File: src/hw/rtl/spq_pkg.sv
// spq_pkg: types, codes and sizes shared by the sorted priority queue.
// No dependencies; imported by spq_cell and sorted_priority_queue.
package spq_pkg;

  localparam int KeyW     = 32;
  localparam int TagW     = 9;
  localparam int PosW     = 6;
  localparam int CountW   = 6;
  localparam int StatusW  = 2;
  localparam int DepthDef = 32;

  localparam logic FuncInsert = 1'b0;
  localparam logic FuncDelete = 1'b1;

  localparam logic [StatusW-1:0] StatusOk       = 2'd0;
  localparam logic [StatusW-1:0] StatusFull     = 2'd1;
  localparam logic [StatusW-1:0] StatusBadPos   = 2'd2;

  typedef struct packed {
    logic [KeyW-1:0] key;
    logic [TagW-1:0] tag;
  } entry_t;

  typedef struct packed {
    logic            func;
    logic [KeyW-1:0] entry_key;
    logic [TagW-1:0] entry_tag;
    logic [PosW-1:0] position;
  } in_item_t;

  typedef struct packed {
    logic [StatusW-1:0] status;
    logic [CountW-1:0]  entry_count;
    logic [KeyW-1:0]    removed_key;
    logic [TagW-1:0]    removed_tag;
    logic [KeyW-1:0]    head_key;
    logic [TagW-1:0]    head_tag;
    logic               empty_res;
  } out_item_t;

  // Broadcast to every cell; ins/del already qualified by accept and checks.
  typedef struct packed {
    logic            ins;
    logic            del;
    entry_t          ent;
    logic [PosW-1:0] position;
  } cmd_t;

endpackage

File: src/hw/rtl/spq_cell.sv
// spq_cell: one slot of the shift-register queue (entry plus valid flag).
// Depends on spq_pkg.
module spq_cell import spq_pkg::*; #(
  parameter int INDEX = 0
) (
  input  logic   clk_i,
  input  logic   rst_ni,
  input  cmd_t   cmd_i,
  input  entry_t left_ent_i,
  input  logic   left_valid_i,
  input  logic   left_lt_i,
  input  entry_t right_ent_i,
  input  logic   right_valid_i,
  output entry_t ent_o,
  output logic   valid_o,
  output logic   lt_o,
  output entry_t nxt_o,
  output entry_t sel_o
);

  localparam logic [PosW-1:0] MyIdx = PosW'(INDEX);

  entry_t ent_q, ent_d;
  logic   valid_q, valid_d;
  logic   lt;
  logic   at_or_after;

  assign lt          = valid_q && (ent_q.key < cmd_i.ent.key);
  assign at_or_after = (MyIdx >= cmd_i.position);

  always_comb begin
    ent_d   = ent_q;
    valid_d = valid_q;
    if (cmd_i.ins && !lt) begin
      // first cell not below the new key takes it, later cells shift up
      ent_d   = left_lt_i ? cmd_i.ent : left_ent_i;
      valid_d = left_valid_i;
    end else if (cmd_i.del && at_or_after) begin
      ent_d   = right_ent_i;
      valid_d = right_valid_i;
    end
  end

  always_ff @(posedge clk_i or negedge rst_ni) begin
    if (!rst_ni) begin
      valid_q <= 1'b0;
    end else begin
      valid_q <= valid_d;
    end
  end

  always_ff @(posedge clk_i) begin
    ent_q <= ent_d;
  end

  assign ent_o   = ent_q;
  assign valid_o = valid_q;
  assign lt_o    = lt;
  assign nxt_o   = ent_d;
  assign sel_o   = (MyIdx == cmd_i.position) ? ent_q : '0;

endmodule

File: src/hw/rtl/sorted_priority_queue.sv
// sorted_priority_queue: top level, a chain of spq_cell slots kept in key order.
// Depends on spq_pkg and spq_cell.
//
// Usage:
//   in channel  (in_valid_i / in_ready_o / in_data_i): one item per operation.
//     func = insert places (entry_key, entry_tag) before the first stored
//     entry with key >= entry_key; func = delete removes the entry at
//     'position' counted from the head.
//   out channel (out_valid_o / out_ready_i / out_data_o): exactly one result
//     item per accepted input item, in order: status, count after the op,
//     removed entry (zero unless a delete succeeded), head entry and empty.
// Timing:
//   Every cell compares its key with the broadcast key and picks its next
//   value from itself, its left or its right neighbor in the same cycle;
//   the result appears in the output register on the next cycle.
//   Throughput is one item per cycle as long as the receiver keeps
//   taking results.
// Stall: in_ready_o is high when the output register is empty or is being
//   drained this cycle; while a result waits, no new item is taken.
// Reset: all cell valid flags and the count clear; the queue is empty and
//   the stored keys and tags are left as they are.
module sorted_priority_queue import spq_pkg::*; #(
  parameter int DEPTH = DepthDef
) (
  input  logic      clk_i,
  input  logic      rst_ni,
  input  logic      in_valid_i,
  output logic      in_ready_o,
  input  in_item_t  in_data_i,
  output logic      out_valid_o,
  input  logic      out_ready_i,
  output out_item_t out_data_o
);

  localparam int CntW = $clog2(DEPTH + 1);
  localparam int CmpW = (CntW > PosW) ? CntW : PosW;
  localparam logic [CntW-1:0] Full = CntW'(DEPTH);

  logic            in_acc;
  logic            is_full;
  logic            pos_ok;
  logic            ins_ok;
  logic            del_ok;
  cmd_t            cmd;
  logic [CntW-1:0] count_q, count_d;

  entry_t          ent_w   [DEPTH];
  entry_t          sel_w   [DEPTH];
  logic            valid_w [DEPTH];
  logic            lt_w    [DEPTH];
  entry_t          head_nxt;
  entry_t          removed;

  out_item_t       out_q, out_d;
  logic            out_valid_q;

  assign in_ready_o = !out_valid_q || out_ready_i;
  assign in_acc     = in_valid_i && in_ready_o;

  assign is_full = (count_q == Full);
  assign pos_ok  = (CmpW'(in_data_i.position) < CmpW'(count_q));
  assign ins_ok  = in_acc && (in_data_i.func == FuncInsert) && !is_full;
  assign del_ok  = in_acc && (in_data_i.func == FuncDelete) && pos_ok;

  assign cmd.ins      = ins_ok;
  assign cmd.del      = del_ok;
  assign cmd.ent.key  = in_data_i.entry_key;
  assign cmd.ent.tag  = in_data_i.entry_tag;
  assign cmd.position = in_data_i.position;

  // Cell chain: cell 0 sees an always-valid, always-smaller left side so an
  // insert lands there when nothing is below it; the last cell shifts in
  // an empty slot on delete.
  for (genvar g = 0; g < DEPTH; g++) begin : g_cell
    entry_t left_ent;
    logic   left_valid;
    logic   left_lt;
    entry_t right_ent;
    logic   right_valid;

    if (g == 0) begin : g_first
      assign left_ent   = '0;
      assign left_valid = 1'b1;
      assign left_lt    = 1'b1;
    end else begin : g_mid
      assign left_ent   = ent_w[g-1];
      assign left_valid = valid_w[g-1];
      assign left_lt    = lt_w[g-1];
    end

    if (g == DEPTH - 1) begin : g_last
      assign right_ent   = '0;
      assign right_valid = 1'b0;
    end else begin : g_inner
      assign right_ent   = ent_w[g+1];
      assign right_valid = valid_w[g+1];
    end

    if (g == 0) begin : g_head
      spq_cell #(.INDEX(g)) u_cell (
        .clk_i         (clk_i),
        .rst_ni        (rst_ni),
        .cmd_i         (cmd),
        .left_ent_i    (left_ent),
        .left_valid_i  (left_valid),
        .left_lt_i     (left_lt),
        .right_ent_i   (right_ent),
        .right_valid_i (right_valid),
        .ent_o         (ent_w[g]),
        .valid_o       (valid_w[g]),
        .lt_o          (lt_w[g]),
        .nxt_o         (head_nxt),
        .sel_o         (sel_w[g])
      );
    end else begin : g_body
      spq_cell #(.INDEX(g)) u_cell (
        .clk_i         (clk_i),
        .rst_ni        (rst_ni),
        .cmd_i         (cmd),
        .left_ent_i    (left_ent),
        .left_valid_i  (left_valid),
        .left_lt_i     (left_lt),
        .right_ent_i   (right_ent),
        .right_valid_i (right_valid),
        .ent_o         (ent_w[g]),
        .valid_o       (valid_w[g]),
        .lt_o          (lt_w[g]),
        .nxt_o         (),
        .sel_o         (sel_w[g])
      );
    end
  end

  // Only the addressed cell drives a nonzero select word.
  always_comb begin
    removed = '0;
    for (int i = 0; i < DEPTH; i++) begin
      removed = removed | sel_w[i];
    end
  end

  always_comb begin
    count_d = count_q;
    if (ins_ok) begin
      count_d = count_q + CntW'(1);
    end else if (del_ok) begin
      count_d = count_q - CntW'(1);
    end
  end

  always_comb begin
    out_d             = '0;
    out_d.entry_count = CountW'(count_d);
    out_d.empty_res   = (count_d == '0);
    if (in_data_i.func == FuncInsert) begin
      out_d.status = is_full ? StatusFull : StatusOk;
    end else begin
      out_d.status = pos_ok ? StatusOk : StatusBadPos;
    end
    if (del_ok) begin
      out_d.removed_key = removed.key;
      out_d.removed_tag = removed.tag;
    end
    if (count_d != '0) begin
      out_d.head_key = head_nxt.key;
      out_d.head_tag = head_nxt.tag;
    end
  end

  always_ff @(posedge clk_i or negedge rst_ni) begin
    if (!rst_ni) begin
      count_q     <= '0;
      out_valid_q <= 1'b0;
    end else begin
      count_q <= count_d;
      if (in_acc) begin
        out_valid_q <= 1'b1;
      end else if (out_ready_i) begin
        out_valid_q <= 1'b0;
      end
    end
  end

  always_ff @(posedge clk_i) begin
    if (in_acc) begin
      out_q <= out_d;
    end
  end

  assign out_valid_o = out_valid_q;
  assign out_data_o  = out_q;

`ifndef SYNTHESIS
  logic [DEPTH-1:0] valid_vec;
  always_comb begin
    for (int i = 0; i < DEPTH; i++) begin
      valid_vec[i] = valid_w[i];
    end
  end

  a_count_bound: assert property (@(posedge clk_i) disable iff (!rst_ni)
    count_q <= Full)
    else $error("entry count above depth");

  a_valid_matches_count: assert property (@(posedge clk_i) disable iff (!rst_ni)
    $countones(valid_vec) == 32'(count_q))
    else $error("cell valid flags disagree with entry count");

  a_insert_grows: assert property (@(posedge clk_i) disable iff (!rst_ni)
    ins_ok |=> count_q == $past(count_q) + CntW'(1))
    else $error("accepted insert did not grow the queue");

  a_empty_flag: assert property (@(posedge clk_i) disable iff (!rst_ni)
    out_valid_q |-> (out_q.empty_res == (count_q == '0)))
    else $error("empty flag in result disagrees with entry count");

  a_head_order: assert property (@(posedge clk_i) disable iff (!rst_ni)
    valid_w[1] |-> ent_w[0].key <= ent_w[1].key)
    else $error("head entry out of key order");
`endif

endmodule

File: config.mk
export PLATFORM = sky130hd
export DESIGN_NAME = sorted_priority_queue
export DESIGN_NICKNAME = d
export VERILOG_FILES = /design/src/hw/rtl/spq_pkg.sv /design/src/hw/rtl/spq_cell.sv /design/src/hw/rtl/sorted_priority_queue.sv
export SDC_FILE = /design/constraint.sdc
export NUM_CORES = 2
export LEC_CHECK = 0
export BUFFER_PORTS_ARGS = -buffer_cell sky130_fd_sc_hd__buf_2
export CORE_ASPECT_RATIO = 0.75
export CORE_UTILIZATION = 65
export DETAILED_ROUTE_END_ITERATION = 10
export PLACE_DENSITY = 0.85
export SYNTH_ARGS = -nofsm -noshare
export SYNTH_HDL_FRONTEND = slang
export SYNTH_HIERARCHICAL = 1
export SYNTH_SLANG_ARGS = --single-unit
File: constraint.sdc
create_clock -name clk_i -period 12.35 [get_ports clk_i]
set_clock_uncertainty 0.2 [all_clocks]
set_input_delay 0 -clock clk_i [delete_from_list [all_inputs] [get_ports clk_i]]
set_output_delay 0 -clock clk_i [all_outputs]
set_load 0.005 [all_outputs]
**Word level (Yosys, flattened, before mapping)**

Cells that the tools add are included.

- Memories kept: 0
- Register bits after elaboration: 1442
- Bits in latches: 0
- Bits in writable memories: 0
- Output and inout bits: 93
- Memory bits (read-only): 0

- Equal/unequal tests: 32
- Reduce and logical (&&, ||, !) cells: 172
- $add $sub $neg: 2
- Divide/modulo/power cells: 0
- Shift operators: 0
- $lt $le $gt $ge: 65
- Multiply operators: 0
- Bitwise operators: 32
- Mux-type cells: 198

Operators with widths:

| cell | count |
|---|---|
| two-way mux 41 bit | 127 |
| bitwise OR 41 bit | 31 |
| < comparator 32 bit | 32 |
| logical AND 1 bit | 101 |
| == test 5 x 6 -> 1 bit, first input constant | 16 |
| greater-or-equal comparator 5 x 6 -> 1 bit, first input constant | 16 |
| two-way mux 1 bit | 67 |
| nonzero test 2 bit | 33 |
| == test 4 x 6 -> 1 bit, first input constant | 8 |
| greater-or-equal comparator 4 x 6 -> 1 bit, first input constant | 8 |
| zero test 1 bit | 34 |
| == test 3 x 6 -> 1 bit, first input constant | 4 |
| greater-or-equal comparator 3 x 6 -> 1 bit, first input constant | 4 |
| == test 2 x 6 -> 1 bit, first input constant | 2 |
| greater-or-equal comparator 1 x 6 -> 1 bit, first input constant | 2 |
| greater-or-equal comparator 2 x 6 -> 1 bit, first input constant | 2 |
| zero test 6 bit | 2 |
| two-way mux 6 bit | 2 |
| adder 6 x 1 -> 6 bit, second input constant | 1 |
| == test 1 x 6 -> 1 bit, first input constant | 1 |
| == test 6 bit, second input constant | 1 |
| < comparator 6 bit | 1 |
| nonzero test 6 bit | 1 |
| subtractor 6 x 1 -> 6 bit, second input constant | 1 |
| 3 further kinds | 4 |

**Depth between registers and ports, before layout**

- Depth after elaboration: 33
- Mapped depth: 14
- Gate-level depth less buffers: 12

**Modules after synthesis**

Netlist, hierarchy kept.

Modules (own cells, without submodules):

| module | times used | cells each | area an instance (µm²) | seq. area each (µm²) |
|---|---|---|---|---|
| spq_cell at g_cell[2].g_body.u_cell ... | 3 | 340 | 3347.0 | 845.8 |
| sorted_priority_queue | 1 | 779 | 7293.2 | 2907.8 |
| spq_cell at g_cell[29].g_body.u_cell ... | 2 | 341 | 3354.5 | 845.8 |
| spq_cell at g_cell[12].g_body.u_cell | 1 | 346 | 3400.8 | 845.8 |
| spq_cell at g_cell[10].g_body.u_cell | 1 | 343 | 3385.7 | 845.8 |
| spq_cell at g_cell[18].g_body.u_cell | 1 | 347 | 3385.7 | 845.8 |
| spq_cell at g_cell[22].g_body.u_cell | 1 | 349 | 3383.2 | 845.8 |
| spq_cell at g_cell[14].g_body.u_cell | 1 | 349 | 3370.7 | 845.8 |
| spq_cell at g_cell[1].g_body.u_cell | 1 | 346 | 3368.2 | 845.8 |
| spq_cell at g_cell[0].g_head.u_cell | 1 | 344 | 3367.0 | 845.8 |
| spq_cell at g_cell[23].g_body.u_cell | 1 | 343 | 3365.7 | 845.8 |
| spq_cell at g_cell[25].g_body.u_cell | 1 | 344 | 3365.7 | 845.8 |
| spq_cell at g_cell[26].g_body.u_cell | 1 | 345 | 3365.7 | 845.8 |
| spq_cell at g_cell[19].g_body.u_cell | 1 | 344 | 3363.2 | 845.8 |
| +16 rows | n/a | n/a | n/a | n/a |

**Worst setup path before layout**

OpenSTA, ideal clock, no wires.

- Kind: register -> register
- Start: reg count_q[0]
- End: reg out_q (netlist bit out_data_o[22]), data pin
- Buffers on the path: 1
- Path slack: 8468 ps
- Setup time: 160 ps
- Cell stages (with the launch flop): 11
- Period minus slack after synthesis: 3882 ps
- Arrival: 3522 ps
- Path through: dfrtp_1 inv_1 ha_1 nand4_1 nand3_1 inv_1 o21ai_4 buf_12 mux2i_1 inv_1 a41oi_1

RTL lines:

| item | RTL line | text |
|---|---|---|
| start: declaration | sorted_priority_queue.sv:45 | `logic [CntW-1:0] count_q, count_d;` |
| start signal: assignment | sorted_priority_queue.sv:175 | `count_q <= count_d;` |
| end signal: assignment | sorted_priority_queue.sv:186 | `out_q <= out_d;` |
| end: declaration | sorted_priority_queue.sv:54 | `out_item_t out_q, out_d;` |

**Worst setup path in the final report**

- Start: reg count_q[2]
- End: reg g_cell[30].g_body.u_cell.valid_q

RTL lines:

| item | RTL line | text |
|---|---|---|
| < comparator 6 bit | sorted_priority_queue.sv:61 | `assign pos_ok = (CmpW'(in_data_i.position) < CmpW'(count_q));` |
| logical AND 1 bit | sorted_priority_queue.sv:63 | `assign del_ok = in_acc && (in_data_i.func == FuncDelete) && pos_ok;` |
| named net del_ok | sorted_priority_queue.sv:43 | `logic del_ok;` |
| logical AND 1 bit | spq_cell.sv:38 | `end else if (cmd_i.del && at_or_after) begin` |
| nonzero test 2 bit (no source line) | n/a |  |
| end signal: assignment | spq_cell.sv:48 | `valid_q <= valid_d;` |
| end: declaration | spq_cell.sv:24 | `logic valid_q, valid_d;` |

The timed path passes the listed nets, and every way through them passes these cells.
A chain may end at the register's enable or synchronous reset.

==> parameters.txt <==
Parameter                              Value

Final layout
  Share of post-route cells with drive strength above 1 ... 8.190%
  Finished Layout Cells ... 14,310
  Syn-to-layout area delta ... 6.797%
  Nets ... 12,880

STA
  Total of endpoints with negative setup slack in the final report ... 0
  Min Tclk post-route ... 4.729 ns
  Unrepaired setup endpoints after global routing ... no
  Final Hold Violating Endpoints ... 0
  Slew Limit Headroom ... 22.92%
  Accumulated negative setup slack ... 0 ns
  Part of the cycle the worst path needs ... 38.29%
  Final Max Slew Viols ... 0
  Fmax ... 211.5 MHz
  Transition time at the pin with the least slew margin ... 1.152 ns
  Worst hold slack after final layout ... 0.1088 ns

Pwr
  Combinational power share ... 33.8%
  Total power density per cell area ... 151.7 nW/µm²
  Part of the total power dissipated in sequential elements ... 39.3%
  Standby leakage power ... 64.34 nW
  Clock network fraction of total power ... 26.9%
  Internal power contribution ... 11.53 mW
  Highest ir drop seen on vdd ... 0.0002309 V
  Switching part of the total ... 37.83%
  Net switching power ... 7.012 mW

Setup path
  Required time at the worst-slack endpoint ... 12.86 ns
  Critical Setup Path Class ... flip-flop to flip-flop
  Highest fanout seen on the critical path ... 44
  Element type at the critical path end ... flip-flop
  Critical Path Start Type ... flip-flop
  CP Data Arrival Time ... 5.24 ns

Drt
  Routed length per placed instance ... 24.87 µm
  Drt total wl ... 355.9 mm
  Remaining DRCs ... 0
  Number of vias in the routed layout ... 93,770
  Via density per instance ... 6.553
  DRC marker count from the first detailed-route iteration ... 10,610
  Antenna-violating nets left ... 0
  Number of iterations in the first detailed-routing pass ... 8

Run status
  Run status ... completed

GRT
  Via count of the first global-routing pass ... 91,890
  All-Layer GR Usage ... 38.54%
  Grt ovf ... 0
  Maximum number of pins on one net before global-route repair ... 56
  First-pass GRT wire length ... 542.3 mm
  Antenna violations before repair ... 15

Clock network
  Latest clock arrival within the worst-skew pair ... 0.83 ns
  PostCTS Resize Cnt ... 0
  CTS clk-pin slew, worst paths ... 0.06 ns
  Clock Root Buffer ... clkbuf_16
  Number of clock sinks ... 1,442
  Count of buffers added by post-CTS timing repair for setup ... 0
  TritonCTS buffer count ... 154
  CTS H-Tree Depth ... 4
  Clock tree from TritonCTS ... done
  Maximum buffer depth of the clock tree ... 3

Place
  Total of buffers placed on input and output ports ... 144
  Total placed cells including tap cells ... 13,970
  Routability cong. ... 0.9667
  HPWL Detailed ... 266.9 mm

Die
  Chip Width ... 486.4 µm
  Die Outline Area ... 177,700 µm²
  DIE HEIGHT ... 365.3 µm
  Cell Rows ... 132
  Floorplan core area ... 173,700 µm²
  Effective utilization at floorplan ... 65.84%
  Boundary pin count ... 145

Min path
  Path type of the worst min-delay path ... input port to flip-flop

Logic synthesis
  Average footprint of a synthesized cell ... 9.720 µm²
  Yosys warning total ... 6
  Mapped cell area ... 114,400 µm²
  Synthesized instance count ... 11,770

Run
  Reported max-cap violation count ... 0
-- layer usage --
| metal | vias to the layer above | track usage [%] | share of wire [%] | wire (µm) |
|---|---|---|---|---|
| met2 | 4649 | 56.30 | 41 | 147000 |
| met4 | 6 | 17.69 | 4.9 | 17490 |
| met1 | 45980 | 54.10 | 44 | 157100 |
| li1 | 42320 | - | - | - |
| met5 | - | 0 | 0.012 | 42 |
| met3 | 813 | 8.002 | 9.6 | 34240 |
-- power groups by stage --
stage	Clock (mW)	Combinational [mW]	Sequential, mW
global placement	0	5.66	7.27
floorplan	0	4.74	6.72
CTS	5.01	6.10	7.21
finish	4.99	6.26	7.28
detailed placement	0	6.03	7.30
global route	5.20	6.77	7.41
-- through the flow --
step                      setup slack, ns  utilization, %  power (mW)  area (µm²)
final                               7.621           70.32       18.54      122200
after CTS                           7.680           70.30       18.32      122100
after global placement              7.472           66.95       12.93      116300
after global routing                7.356           70.30       19.38      122200
after floorplan                     8.468               -       11.47      114700
after detailed placement            7.466           66.95       13.33      116300
-- flip-flops by register name, indices dropped and copies added, names as in the netlist --
| name | flops |
|---|---|
| count_q | 6 |
| g_cell.g_body.u_cell/ent_o | 1271 |
| g_cell.g_body.u_cell/valid_o | 31 |
| g_cell.g_head.u_cell/ent_o | 41 |
| g_cell.g_head.u_cell/valid_o | 1 |
| out_data_o | 91 |
| out_valid_o | 1 |
-- path summary, 6_finish.rpt --
path,startpoint,end,slack [ns],cells after the start
hold / removal,in_data_i[31],g_cell[25].g_body.u_cell/ent_o[25],0.11,4
setup / recovery,count_q[2],g_cell[30].g_body.u_cell/valid_o,7.62,13
hold reg to reg,g_cell[20].g_body.u_cell/valid_o,g_cell[21].g_body.u_cell/valid_o,0.36,1
min in group asynchronous,rst_ni,count_q[4],0.16,4
max in group asynchronous,rst_ni,g_cell[26].g_body.u_cell/valid_o,11.27,4
setup reg to reg,count_q[2],g_cell[30].g_body.u_cell/valid_o,7.62,13
-- critical path, cell delays in order (launching register included) --
cell      delay, ns
dfrtp_1        0.43
inv_1          0.11
ha_1           0.30
a21o_1         0.18
a31oi_1        0.17
or2_1          0.24
nand3_2        0.08
buf_4          0.33
inv_2          0.80
nand2b_1       0.20
a21oi_4        0.15
buf_4          0.63
mux2_2         0.42
mux2_4         0.26
-- layout make-up --
class / count / area, µm²
Inverter: 1095 / 4111
Timing Repair Buffer: 409 / 2840
Tap cell: 2345 / 2934
Clock buffer: 229 / 4721
Clock inverter: 49 / 590.6
Fill cell: 12720 / 51570
Multi-Input combinational cell: 8729 / 76980
Sequential cell: 1442 / 29970
Antenna cell: 12 / 30.03
-- what timing repair did --
action / in CTS / in global routing
endpoints found under the hold margin: 1317 / 0
setup endpoints to repair: 0 / 0
hold buffers: 51 / 0
-- cell usage in the layout (no fill, tap or decap), types with 16 or more instances in the layout --
master         count
ha_1            1000
and2_2            24
a21o_1            28
o21ai_4           25
mux2i_1         3936
clkinv_2          27
a41oi_2           41
buf_2            143
mux2_2            30
nand2b_4          25
clkbuf_8          33
nand2b_1          52
o21a_1            25
a21oi_1          378
o21ai_1           17
and2_1          1262
a221oi_1          25
edfxtp_1          91
dfrtp_1           39
nor3_1            18
clkbuf_16        166
nor2b_1           16
conb_1            85
o21ai_0          139
dlygate4sd3_1     51
nor2_1           174
nand2_1          298
a31oi_4           17
and3_1            56
nor4_1           358
mux2_4            26
buf_4            215
and4_1            31
nand4_1          217
nor2_4            19
dfxtp_1         1312
clkbuf_1          30
inv_1           1092
nand3_1           76
(Power assumes the default switching activity.)
